`config.mk`:
```
export PLATFORM = sky130hd
export DESIGN_NAME = collision_test_2d
export DESIGN_NICKNAME = d
export VERILOG_FILES = /design/src/hdl/ct2d_pkg.sv /design/src/hdl/ct2d_select.sv /design/src/hdl/ct2d_clamp.sv /design/src/hdl/ct2d_square.sv /design/src/hdl/collision_test_2d.sv
export SDC_FILE = /design/constraint.sdc
export NUM_CORES = 2
export LEC_CHECK = 0
export ABC_AREA = 1
export BUFFER_PORTS_ARGS = -buffer_cell sky130_fd_sc_hd__buf_2
export CORE_MARGIN = 8
export CORE_UTILIZATION = 45
export CTS_CLUSTER_DIAMETER = 50
export DETAILED_ROUTE_END_ITERATION = 10
export GPL_TIMING_DRIVEN = 0
export SETUP_SLACK_MARGIN = 0.05
export SKIP_CTS_REPAIR_TIMING = 1
export SLEW_MARGIN = 20
export SYNTH_ARGS = -nofsm -noshare
export SYNTH_HDL_FRONTEND = slang
export SYNTH_SLANG_ARGS = --single-unit
```
`constraint.sdc`:
```
create_clock -name clk -period 15.25 [get_ports clk]
set_clock_uncertainty 0.2 [all_clocks]
set_input_delay 3.05 -clock clk [delete_from_list [all_inputs] [get_ports clk]]
set_output_delay 3.05 -clock clk [all_outputs]
set_load 0.05 [all_outputs]
```
`src/hdl/ct2d_pkg.sv`:
```
// Shared types and constants for the 2D collision tester pipeline.
`timescale 1ns / 1ps

package ct2d_pkg;

    // Default coordinate width (Q15.8 words).
    localparam int COORD_BITS = 24;

    // Pair selector codes.
    localparam logic [2:0] CMD_BOX_BOX       = 3'd0;
    localparam logic [2:0] CMD_CIRCLE_CIRCLE = 3'd1;
    localparam logic [2:0] CMD_BOX_CIRCLE    = 3'd2;
    localparam logic [2:0] CMD_CIRCLE_BOX    = 3'd3;
    localparam logic [2:0] CMD_POINT_BOX     = 3'd4;
    localparam logic [2:0] CMD_POINT_CIRCLE  = 3'd5;

    // Kind of test an item needs after operand selection.
    typedef enum logic [1:0] {
        KIND_NONE,
        KIND_BOX,
        KIND_DIST
    } ct2d_kind_t;

    // Control that travels down the pipeline with each word.
    typedef struct packed {
        logic       valid;
        ct2d_kind_t kind;
        logic       box_hit;
    } ct2d_ctl_t;

endpackage

```
`src/hdl/ct2d_select.sv`:
```
// Stage one: decode the pair selector, pick the two boxes and the radius, form box edges.
`timescale 1ns / 1ps

module ct2d_select #(
    parameter int COORD_BITS = ct2d_pkg::COORD_BITS
) (
    input  logic                         clk,
    input  logic                         rst_n,
    input  logic                         in_valid,
    output logic                         in_ready,
    input  logic [2:0]                   cmd,
    input  logic signed [COORD_BITS-1:0] a_x,
    input  logic signed [COORD_BITS-1:0] a_y,
    input  logic [COORD_BITS-2:0]        a_ext_x,
    input  logic [COORD_BITS-2:0]        a_ext_y,
    input  logic signed [COORD_BITS-1:0] b_x,
    input  logic signed [COORD_BITS-1:0] b_y,
    input  logic [COORD_BITS-2:0]        b_ext_x,
    input  logic [COORD_BITS-2:0]        b_ext_y,
    input  logic                         out_ready,
    output ct2d_pkg::ct2d_ctl_t          out_ctl,
    output logic signed [COORD_BITS-1:0] f_lo_x,
    output logic signed [COORD_BITS-1:0] f_lo_y,
    output logic signed [COORD_BITS:0]   f_hi_x,
    output logic signed [COORD_BITS:0]   f_hi_y,
    output logic signed [COORD_BITS-1:0] s_lo_x,
    output logic signed [COORD_BITS-1:0] s_lo_y,
    output logic signed [COORD_BITS:0]   s_hi_x,
    output logic signed [COORD_BITS:0]   s_hi_y,
    output logic [COORD_BITS-1:0]        radius
);

    localparam int C = COORD_BITS;

    ct2d_pkg::ct2d_ctl_t   ctl_reg;
    ct2d_pkg::ct2d_kind_t  kind_next;
    logic signed [C-1:0]   fx_next, fy_next, sx_next, sy_next;
    logic [C-2:0]          fw_next, fh_next, sw_next, sh_next;
    logic [C-1:0]          r_next;
    logic signed [C-1:0]   f_lo_x_reg, f_lo_y_reg, s_lo_x_reg, s_lo_y_reg;
    logic signed [C:0]     f_hi_x_reg, f_hi_y_reg, s_hi_x_reg, s_hi_y_reg;
    logic [C-1:0]          radius_reg;

    assign in_ready = !ctl_reg.valid || out_ready;

    // Map every pair onto a first box and a second box. A circle centre or a point
    // becomes a box of zero size, so one clamp and one overlap test serve all pairs.
    always_comb
    begin
        kind_next = ct2d_pkg::KIND_DIST;
        fx_next   = a_x;
        fy_next   = a_y;
        fw_next   = '0;
        fh_next   = '0;
        sx_next   = b_x;
        sy_next   = b_y;
        sw_next   = b_ext_x;
        sh_next   = b_ext_y;
        r_next    = '0;
        unique case (cmd)
            ct2d_pkg::CMD_BOX_BOX:
            begin
                kind_next = ct2d_pkg::KIND_BOX;
                fw_next   = a_ext_x;
                fh_next   = a_ext_y;
            end
            ct2d_pkg::CMD_POINT_BOX:
            begin
                kind_next = ct2d_pkg::KIND_BOX;
            end
            ct2d_pkg::CMD_CIRCLE_CIRCLE:
            begin
                sw_next = '0;
                sh_next = '0;
                r_next  = {1'b0, a_ext_x} + {1'b0, b_ext_x};
            end
            ct2d_pkg::CMD_BOX_CIRCLE:
            begin
                fx_next = b_x;
                fy_next = b_y;
                sx_next = a_x;
                sy_next = a_y;
                sw_next = a_ext_x;
                sh_next = a_ext_y;
                r_next  = {1'b0, b_ext_x};
            end
            ct2d_pkg::CMD_CIRCLE_BOX:
            begin
                r_next = {1'b0, a_ext_x};
            end
            ct2d_pkg::CMD_POINT_CIRCLE:
            begin
                sw_next = '0;
                sh_next = '0;
                r_next  = {1'b0, b_ext_x};
            end
            default:
            begin
                kind_next = ct2d_pkg::KIND_NONE;
            end
        endcase
    end

    // Control register.
    always_ff @(posedge clk or negedge rst_n)
    begin
        if (!rst_n)
        begin
            ctl_reg <= '0;
        end
        else if (in_ready)
        begin
            ctl_reg.valid   <= in_valid;
            ctl_reg.kind    <= kind_next;
            ctl_reg.box_hit <= 1'b0;
        end
    end

    // Operand registers with the far edges of both boxes.
    always_ff @(posedge clk)
    begin
        if (in_ready && in_valid)
        begin
            f_lo_x_reg <= fx_next;
            f_lo_y_reg <= fy_next;
            s_lo_x_reg <= sx_next;
            s_lo_y_reg <= sy_next;
            f_hi_x_reg <= (C+1)'(fx_next) + $signed({2'b00, fw_next});
            f_hi_y_reg <= (C+1)'(fy_next) + $signed({2'b00, fh_next});
            s_hi_x_reg <= (C+1)'(sx_next) + $signed({2'b00, sw_next});
            s_hi_y_reg <= (C+1)'(sy_next) + $signed({2'b00, sh_next});
            radius_reg <= r_next;
        end
    end

    assign out_ctl = ctl_reg;
    assign f_lo_x  = f_lo_x_reg;
    assign f_lo_y  = f_lo_y_reg;
    assign f_hi_x  = f_hi_x_reg;
    assign f_hi_y  = f_hi_y_reg;
    assign s_lo_x  = s_lo_x_reg;
    assign s_lo_y  = s_lo_y_reg;
    assign s_hi_x  = s_hi_x_reg;
    assign s_hi_y  = s_hi_y_reg;
    assign radius  = radius_reg;

endmodule

```
`src/hdl/ct2d_clamp.sv`:
```
// Stage two: box overlap test and clamped distance from the first box to the second.
`timescale 1ns / 1ps

module ct2d_clamp #(
    parameter int COORD_BITS = ct2d_pkg::COORD_BITS
) (
    input  logic                         clk,
    input  logic                         rst_n,
    input  ct2d_pkg::ct2d_ctl_t          in_ctl,
    output logic                         in_ready,
    input  logic signed [COORD_BITS-1:0] f_lo_x,
    input  logic signed [COORD_BITS-1:0] f_lo_y,
    input  logic signed [COORD_BITS:0]   f_hi_x,
    input  logic signed [COORD_BITS:0]   f_hi_y,
    input  logic signed [COORD_BITS-1:0] s_lo_x,
    input  logic signed [COORD_BITS-1:0] s_lo_y,
    input  logic signed [COORD_BITS:0]   s_hi_x,
    input  logic signed [COORD_BITS:0]   s_hi_y,
    input  logic [COORD_BITS-1:0]        radius_in,
    input  logic                         out_ready,
    output ct2d_pkg::ct2d_ctl_t          out_ctl,
    output logic [COORD_BITS-1:0]        dist_x,
    output logic [COORD_BITS-1:0]        dist_y,
    output logic [COORD_BITS-1:0]        radius
);

    localparam int C = COORD_BITS;

    ct2d_pkg::ct2d_ctl_t ctl_reg;
    logic [C-1:0]        dist_x_reg, dist_y_reg, radius_reg;
    logic [C-1:0]        dist_x_next, dist_y_next;
    logic                hit_x, hit_y;

    // Distance from p to the span [lo, hi] on one axis; zero when p lies inside.
    // The result always fits in C bits unsigned.
    function automatic logic [C-1:0] axis_dist(input logic signed [C-1:0] p,
                                               input logic signed [C-1:0] lo,
                                               input logic signed [C:0]   hi);
        logic signed [C+1:0] below;
        logic signed [C+1:0] above;
        logic [C-1:0]        d;
        below = (C+2)'(lo) - (C+2)'(p);
        above = (C+2)'(p) - (C+2)'(hi);
        if (p < lo)
            d = below[C-1:0];
        else if ((C+1)'(p) > hi)
            d = above[C-1:0];
        else
            d = '0;
        return d;
    endfunction

    assign in_ready = !ctl_reg.valid || out_ready;

    // Boxes overlap unless one lies strictly beyond the other on some axis.
    assign hit_x = !((f_hi_x < (C+1)'(s_lo_x)) || (s_hi_x < (C+1)'(f_lo_x)));
    assign hit_y = !((f_hi_y < (C+1)'(s_lo_y)) || (s_hi_y < (C+1)'(f_lo_y)));

    assign dist_x_next = axis_dist(f_lo_x, s_lo_x, s_hi_x);
    assign dist_y_next = axis_dist(f_lo_y, s_lo_y, s_hi_y);

    // Control register.
    always_ff @(posedge clk or negedge rst_n)
    begin
        if (!rst_n)
        begin
            ctl_reg <= '0;
        end
        else if (in_ready)
        begin
            ctl_reg.valid   <= in_ctl.valid;
            ctl_reg.kind    <= in_ctl.kind;
            ctl_reg.box_hit <= hit_x && hit_y;
        end
    end

    // Distance registers.
    always_ff @(posedge clk)
    begin
        if (in_ready && in_ctl.valid)
        begin
            dist_x_reg <= dist_x_next;
            dist_y_reg <= dist_y_next;
            radius_reg <= radius_in;
        end
    end

    assign out_ctl = ctl_reg;
    assign dist_x  = dist_x_reg;
    assign dist_y  = dist_y_reg;
    assign radius  = radius_reg;

endmodule

```
`src/hdl/ct2d_square.sv`:
```
// Stage three: squares of both axis distances and of the radius.
`timescale 1ns / 1ps

module ct2d_square #(
    parameter int COORD_BITS = ct2d_pkg::COORD_BITS
) (
    input  logic                          clk,
    input  logic                          rst_n,
    input  ct2d_pkg::ct2d_ctl_t           in_ctl,
    output logic                          in_ready,
    input  logic [COORD_BITS-1:0]         dist_x,
    input  logic [COORD_BITS-1:0]         dist_y,
    input  logic [COORD_BITS-1:0]         radius,
    input  logic                          out_ready,
    output ct2d_pkg::ct2d_ctl_t           out_ctl,
    output logic [2*COORD_BITS-1:0]       sq_x,
    output logic [2*COORD_BITS-1:0]       sq_y,
    output logic [2*COORD_BITS-1:0]       sq_r
);

    localparam int C = COORD_BITS;

    ct2d_pkg::ct2d_ctl_t ctl_reg;
    logic [2*C-1:0]      sq_x_reg, sq_y_reg, sq_r_reg;

    assign in_ready = !ctl_reg.valid || out_ready;

    // Control register.
    always_ff @(posedge clk or negedge rst_n)
    begin
        if (!rst_n)
        begin
            ctl_reg <= '0;
        end
        else if (in_ready)
        begin
            ctl_reg <= in_ctl;
        end
    end

    // Three independent multipliers, each registered.
    always_ff @(posedge clk)
    begin
        if (in_ready && in_ctl.valid)
        begin
            sq_x_reg <= (2*C)'(dist_x) * (2*C)'(dist_x);
            sq_y_reg <= (2*C)'(dist_y) * (2*C)'(dist_y);
            sq_r_reg <= (2*C)'(radius) * (2*C)'(radius);
        end
    end

    assign out_ctl = ctl_reg;
    assign sq_x    = sq_x_reg;
    assign sq_y    = sq_y_reg;
    assign sq_r    = sq_r_reg;

endmodule

```
`src/hdl/collision_test_2d.sv`:
```
// Top level of the 2D collision tester: four-stage pipeline with the final compare.
// Throughput: one word per cycle while hit_ready is high.
// Every stage holds its own valid bit and fills bubbles.
// A stalled output stops only the stages behind it that are full; nothing is lost.
// Reset (rst_n, asynchronous, active low) clears all valid bits; data is not reset.
`timescale 1ns / 1ps

module collision_test_2d #(
    parameter int COORD_BITS = ct2d_pkg::COORD_BITS
) (
    input  logic                         clk,
    input  logic                         rst_n,
    input  logic                         item_valid,
    output logic                         item_ready,
    input  logic [2:0]                   cmd,
    input  logic signed [COORD_BITS-1:0] a_x,
    input  logic signed [COORD_BITS-1:0] a_y,
    input  logic [COORD_BITS-2:0]        a_ext_x,
    input  logic [COORD_BITS-2:0]        a_ext_y,
    input  logic signed [COORD_BITS-1:0] b_x,
    input  logic signed [COORD_BITS-1:0] b_y,
    input  logic [COORD_BITS-2:0]        b_ext_x,
    input  logic [COORD_BITS-2:0]        b_ext_y,
    output logic                         hit_valid,
    input  logic                         hit_ready,
    output logic                         hit
);

    localparam int C = COORD_BITS;

    ct2d_pkg::ct2d_ctl_t sel_ctl, clp_ctl, sq_ctl;
    logic                sel_ready, clp_ready, sq_ready;
    logic signed [C-1:0] f_lo_x, f_lo_y, s_lo_x, s_lo_y;
    logic signed [C:0]   f_hi_x, f_hi_y, s_hi_x, s_hi_y;
    logic [C-1:0]        sel_radius, clp_radius, dist_x, dist_y;
    logic [2*C-1:0]      sq_x, sq_y, sq_r;
    logic [2*C:0]        dist_sq;
    logic                out_valid_reg, hit_reg, hit_next;

    ct2d_select #(
        .COORD_BITS (COORD_BITS)
    ) u_select (
        .clk       (clk),
        .rst_n     (rst_n),
        .in_valid  (item_valid),
        .in_ready  (item_ready),
        .cmd       (cmd),
        .a_x       (a_x),
        .a_y       (a_y),
        .a_ext_x   (a_ext_x),
        .a_ext_y   (a_ext_y),
        .b_x       (b_x),
        .b_y       (b_y),
        .b_ext_x   (b_ext_x),
        .b_ext_y   (b_ext_y),
        .out_ready (sel_ready),
        .out_ctl   (sel_ctl),
        .f_lo_x    (f_lo_x),
        .f_lo_y    (f_lo_y),
        .f_hi_x    (f_hi_x),
        .f_hi_y    (f_hi_y),
        .s_lo_x    (s_lo_x),
        .s_lo_y    (s_lo_y),
        .s_hi_x    (s_hi_x),
        .s_hi_y    (s_hi_y),
        .radius    (sel_radius)
    );

    ct2d_clamp #(
        .COORD_BITS (COORD_BITS)
    ) u_clamp (
        .clk       (clk),
        .rst_n     (rst_n),
        .in_ctl    (sel_ctl),
        .in_ready  (sel_ready),
        .f_lo_x    (f_lo_x),
        .f_lo_y    (f_lo_y),
        .f_hi_x    (f_hi_x),
        .f_hi_y    (f_hi_y),
        .s_lo_x    (s_lo_x),
        .s_lo_y    (s_lo_y),
        .s_hi_x    (s_hi_x),
        .s_hi_y    (s_hi_y),
        .radius_in (sel_radius),
        .out_ready (clp_ready),
        .out_ctl   (clp_ctl),
        .dist_x    (dist_x),
        .dist_y    (dist_y),
        .radius    (clp_radius)
    );

    ct2d_square #(
        .COORD_BITS (COORD_BITS)
    ) u_square (
        .clk       (clk),
        .rst_n     (rst_n),
        .in_ctl    (clp_ctl),
        .in_ready  (clp_ready),
        .dist_x    (dist_x),
        .dist_y    (dist_y),
        .radius    (clp_radius),
        .out_ready (sq_ready),
        .out_ctl   (sq_ctl),
        .sq_x      (sq_x),
        .sq_y      (sq_y),
        .sq_r      (sq_r)
    );

    // Output stage takes a new word whenever it is empty or its word is being taken.
    assign sq_ready = !out_valid_reg || hit_ready;

    // Squared distance against squared radius, inclusive; box tests pass their flag.
    assign dist_sq = {1'b0, sq_x} + {1'b0, sq_y};

    always_comb
    begin
        case (sq_ctl.kind)
            ct2d_pkg::KIND_DIST: hit_next = (dist_sq <= {1'b0, sq_r});
            ct2d_pkg::KIND_BOX:  hit_next = sq_ctl.box_hit;
            default:             hit_next = 1'b0;
        endcase
    end

    // Output valid register.
    always_ff @(posedge clk or negedge rst_n)
    begin
        if (!rst_n)
        begin
            out_valid_reg <= 1'b0;
        end
        else if (sq_ready)
        begin
            out_valid_reg <= sq_ctl.valid;
        end
    end

    // Output word register.
    always_ff @(posedge clk)
    begin
        if (sq_ready && sq_ctl.valid)
        begin
            hit_reg <= hit_next;
        end
    end

    assign hit_valid = out_valid_reg;
    assign hit       = hit_reg;

endmodule

```
==> impl_metrics.yaml <==
floorplan:
  die_h_um: 446
  die_w_um: 446
  core_um2: 185000
  rows: 158
  io_pins: 198
  die-area_um2: 199000
  start_util_pct: 45.1
finish:
  postLayoutCellArea_um2: 89600
  drive_above_1_share_pct: 3.97
  post_layout_nonfiller_instances: 12800
  nets: 12700
  area_growth_syn_to_layout_pct: 7.66
timing:
  finalHoldViolCount: 0
  drv_slew: 0
  timing.fmax_mhz: 119
  fin_crit_ns: 8.41
  rsz0062_at_grt: "false"
  setup_viol: 0
  relSlewSlack_pct: 25.9
  fin_crit_sh_pct: 55.2
  worst_pin_slew_ns: 1.11
  finalSetupTns_ns: 0
worst_setup_path:
  critPathKind: "flop to flop"
  regToRegSetupSlack_ns: 6.84
  max_stage_delay_ns: 0.82
  path_cells: "clkbuf_1 > nand2_1 > fa_1 > inv_1 > fa_1 > inv_1 > fa_1 > inv_1 > fa_1 > fa_1 > fa_1 > inv_1 > fa_1 > inv_1 > ha_1 > nand2_1 > nor2_1 > inv_1 > nor4_1 > nand3_1 > nand3_1 > a21oi_1 > xor2_1"
  crit_path_frequent_cell: "fa_1"
  crit_arrival_ns: 8.64
  slowest_stage: "clkbuf_1"
  critPathLaunchType: "flop"
  worst-path-max-fanout: 10
  crit_required_ns: 15.47
  cp-end-kind: "flop"
synth:
  ys_seq_area_share_pct: 16.0
  synth_cells: 10000
  synth.net_count: 12400
  synth_area_per_cell_um2: 8.30
  yosys_warnings: 0
  ys.flop_type: "edfxtp_1"
  yosysUniqueCellTypes: 65
  synth_edf_count: 434
  async_reset_ff_share_pct: 2.69
  syn_area_um2: 83200
  synth_seq_cells: 446
drt:
  vias: 65600
  wl_per_cell_um: 20.0
  wl_um: 257000
  drtPass1Iterations: 8
  drt_iter0_drc: 4536
  ant_nets: 0
  viasPerCell: 5.11
  drc: 0
global_routing:
  grt_start_max_net_pins: 74
  grt_pass1_vias: 69400
  gr-total-overflow: 0
  grt_pass1_wl_um: 396000
  antenna_found_initial: 6
  grt_usage_pct: 25.7
clock_tree:
  cts_tree: "done"
  clk_pin_slew_ns: 0.06
  insertion_delay_ns: 0.71
  cts.sinks: 446
  htreeDepth: 2
  cts_root_buffer: "clkbuf_16"
  cts_made_buffers: 59
  cts_buffer_depth: 3
placement:
  dp_cells: 12700
  dpl.hpwl_um: 225000
  port_buffers: 197
  post_dp_cell_area_um2: 87600
  gp_congestion: 0.973
min_path:
  hold_class: "flop to flop"
run_status:
  status: "complete, no violations"
run:
  cap_viol_max_count: 0
-- worst max-delay path, delay by kind of cell, from the launching register on --
kind / cells / cell delay (ns)
XOR/XNOR: 1 / 0.28
AO/OA/AOI/OAI: 1 / 0.12
flip-flops: 1 / 0.78
adder cells (fa/ha/maj): 8 / 4.23
buffers and inverters: 7 / 1.26
AND/OR/NAND/NOR: 6 / 1.27
-- stage by stage --
stage,worst slack (ns),util [%],hold WS (ns)
floorplan,1.54,-,0.200
global placement,-2.26,47.3,0.204
detailed placement,6.62,47.4,0.205
CTS,6.92,48.5,0.217
global route,6.56,48.5,0.222
finish,6.84,48.5,0.216
-- area by class of cell --
class | count | area, um2
clock inverters | 42 | 536
well taps | 2480 | 3100
clock buffers | 67 | 1510
diodes | 2 | 5.00
multi-input cells | 6518 | 58400
inverters | 2868 | 10800
flip-flops and latches | 446 | 13300
fillers | 18100 | 95000
plain buffers | 196 | 788
repair buffers | 207 | 1210
-- cell usage in the layout (no fill, tap or decap), drive strengths merged, types with 219 or more instances in the layout --
cell type / synthesis / final
buf: 12 / 219
edfxtp: 434 / 434
fa: 1275 / 1275
nand2: 1913 / 1913
inv: 2868 / 2884
ha: 912 / 912
xor2: 239 / 239
clkbuf: 184 / 251
a21oi: 502 / 502
nor2: 453 / 453
o21ai: 411 / 411
-- per-layer routing --
layer | global-route usage (%) | routed length [um] | up-vias
li1 | - | - | 31000
met1 | 34.4 | 112000 | 32100
met2 | 43.2 | 120000 | 2083
met3 | 3.81 | 15700 | 401
met4 | 7.53 | 8840 | 4
met5 | 0.457 | 145 | -
-- cell families (layout without fill, tap and decap cells) --
logic type / Yosys count / after routing / share of synthesized area [%]
AND/OR/NAND/NOR: 2713 / 2713 / 13.1
buffers and inverters: 3064 / 3380 / 13.9
XOR/XNOR: 378 / 378 / 3.98
flip-flops: 446 / 446 / 16.0
AO/OA/AOI/OAI: 1240 / 1240 / 8.69
other: 0 / 2 / 0
adder cells (fa/ha/maj): 2187 / 2187 / 44.4
-- cells in the mapped netlist (5+ instances only) --
| library cell | n | area, um2 |
|---|---|---|
| fa_1 | 1275 | 25500 |
| o21bai_1 | 49 | 368 |
| nor4_1 | 20 | 125 |
| o22ai_1 | 19 | 119 |
| xnor2_1 | 139 | 1220 |
| nand2_1 | 1903 | 7140 |
| a21oi_1 | 493 | 2470 |
| a221oi_1 | 6 | 52.6 |
| nand4_1 | 53 | 332 |
| nor2_1 | 447 | 1680 |
| a21boi_0 | 13 | 97.6 |
| o22ai_2 | 17 | 213 |
| nor3_1 | 55 | 275 |
| edfxtp_1 | 434 | 13000 |
| dfrtp_1 | 12 | 300 |
| o21ai_2 | 17 | 149 |
| clkbuf_1 | 184 | 691 |
| o21ai_0 | 363 | 1820 |
| a21o_1 | 66 | 495 |
| and3_1 | 14 | 87.6 |
| o21bai_2 | 5 | 56.3 |
| a211oi_1 | 11 | 82.6 |
| nand3_2 | 5 | 50.1 |
| o221ai_1 | 22 | 193 |
| a21oi_2 | 9 | 78.8 |
| nand3_1 | 174 | 871 |
| inv_1 | 2866 | 10800 |
| buf_6 | 6 | 67.6 |
| ha_1 | 912 | 11400 |
| o21ai_1 | 31 | 155 |
| o211ai_1 | 19 | 143 |
| nor2_2 | 6 | 37.5 |
| nand2_2 | 9 | 56.3 |
| xor2_1 | 239 | 2090 |
| o31ai_1 | 6 | 45.0 |
| o21a_1 | 15 | 113 |
| or2_2 | 11 | 68.8 |
| a31oi_1 | 59 | 369 |
-- worst paths after layout --
| kind | startpoint | to | depth (start not counted) |
|---|---|---|---|
| min in group asynchronous | rst_n | u_clamp.out_ctl[1]$_DFFE_PN0P_ | 1 |
| min reg2reg | u_select.radius[2]$_DFFE_PP_ | u_clamp.radius[2]$_DFFE_PP_ | 0 |
| max in group asynchronous | rst_n | u_square.out_ctl[2]$_DFFE_PN0P_ | 1 |
| max reg2reg | u_clamp.radius[10]$_DFFE_PP_ | u_square.sq_r[46]$_DFFE_PP_ | 23 |
| min | u_select.radius[2]$_DFFE_PP_ | u_clamp.radius[2]$_DFFE_PP_ | 0 |
| max | u_clamp.radius[10]$_DFFE_PP_ | u_square.sq_r[46]$_DFFE_PP_ | 23 |
Power is not shown: default switching activity piles up to over one toggle a cycle in this logic, so the estimate is an artifact.
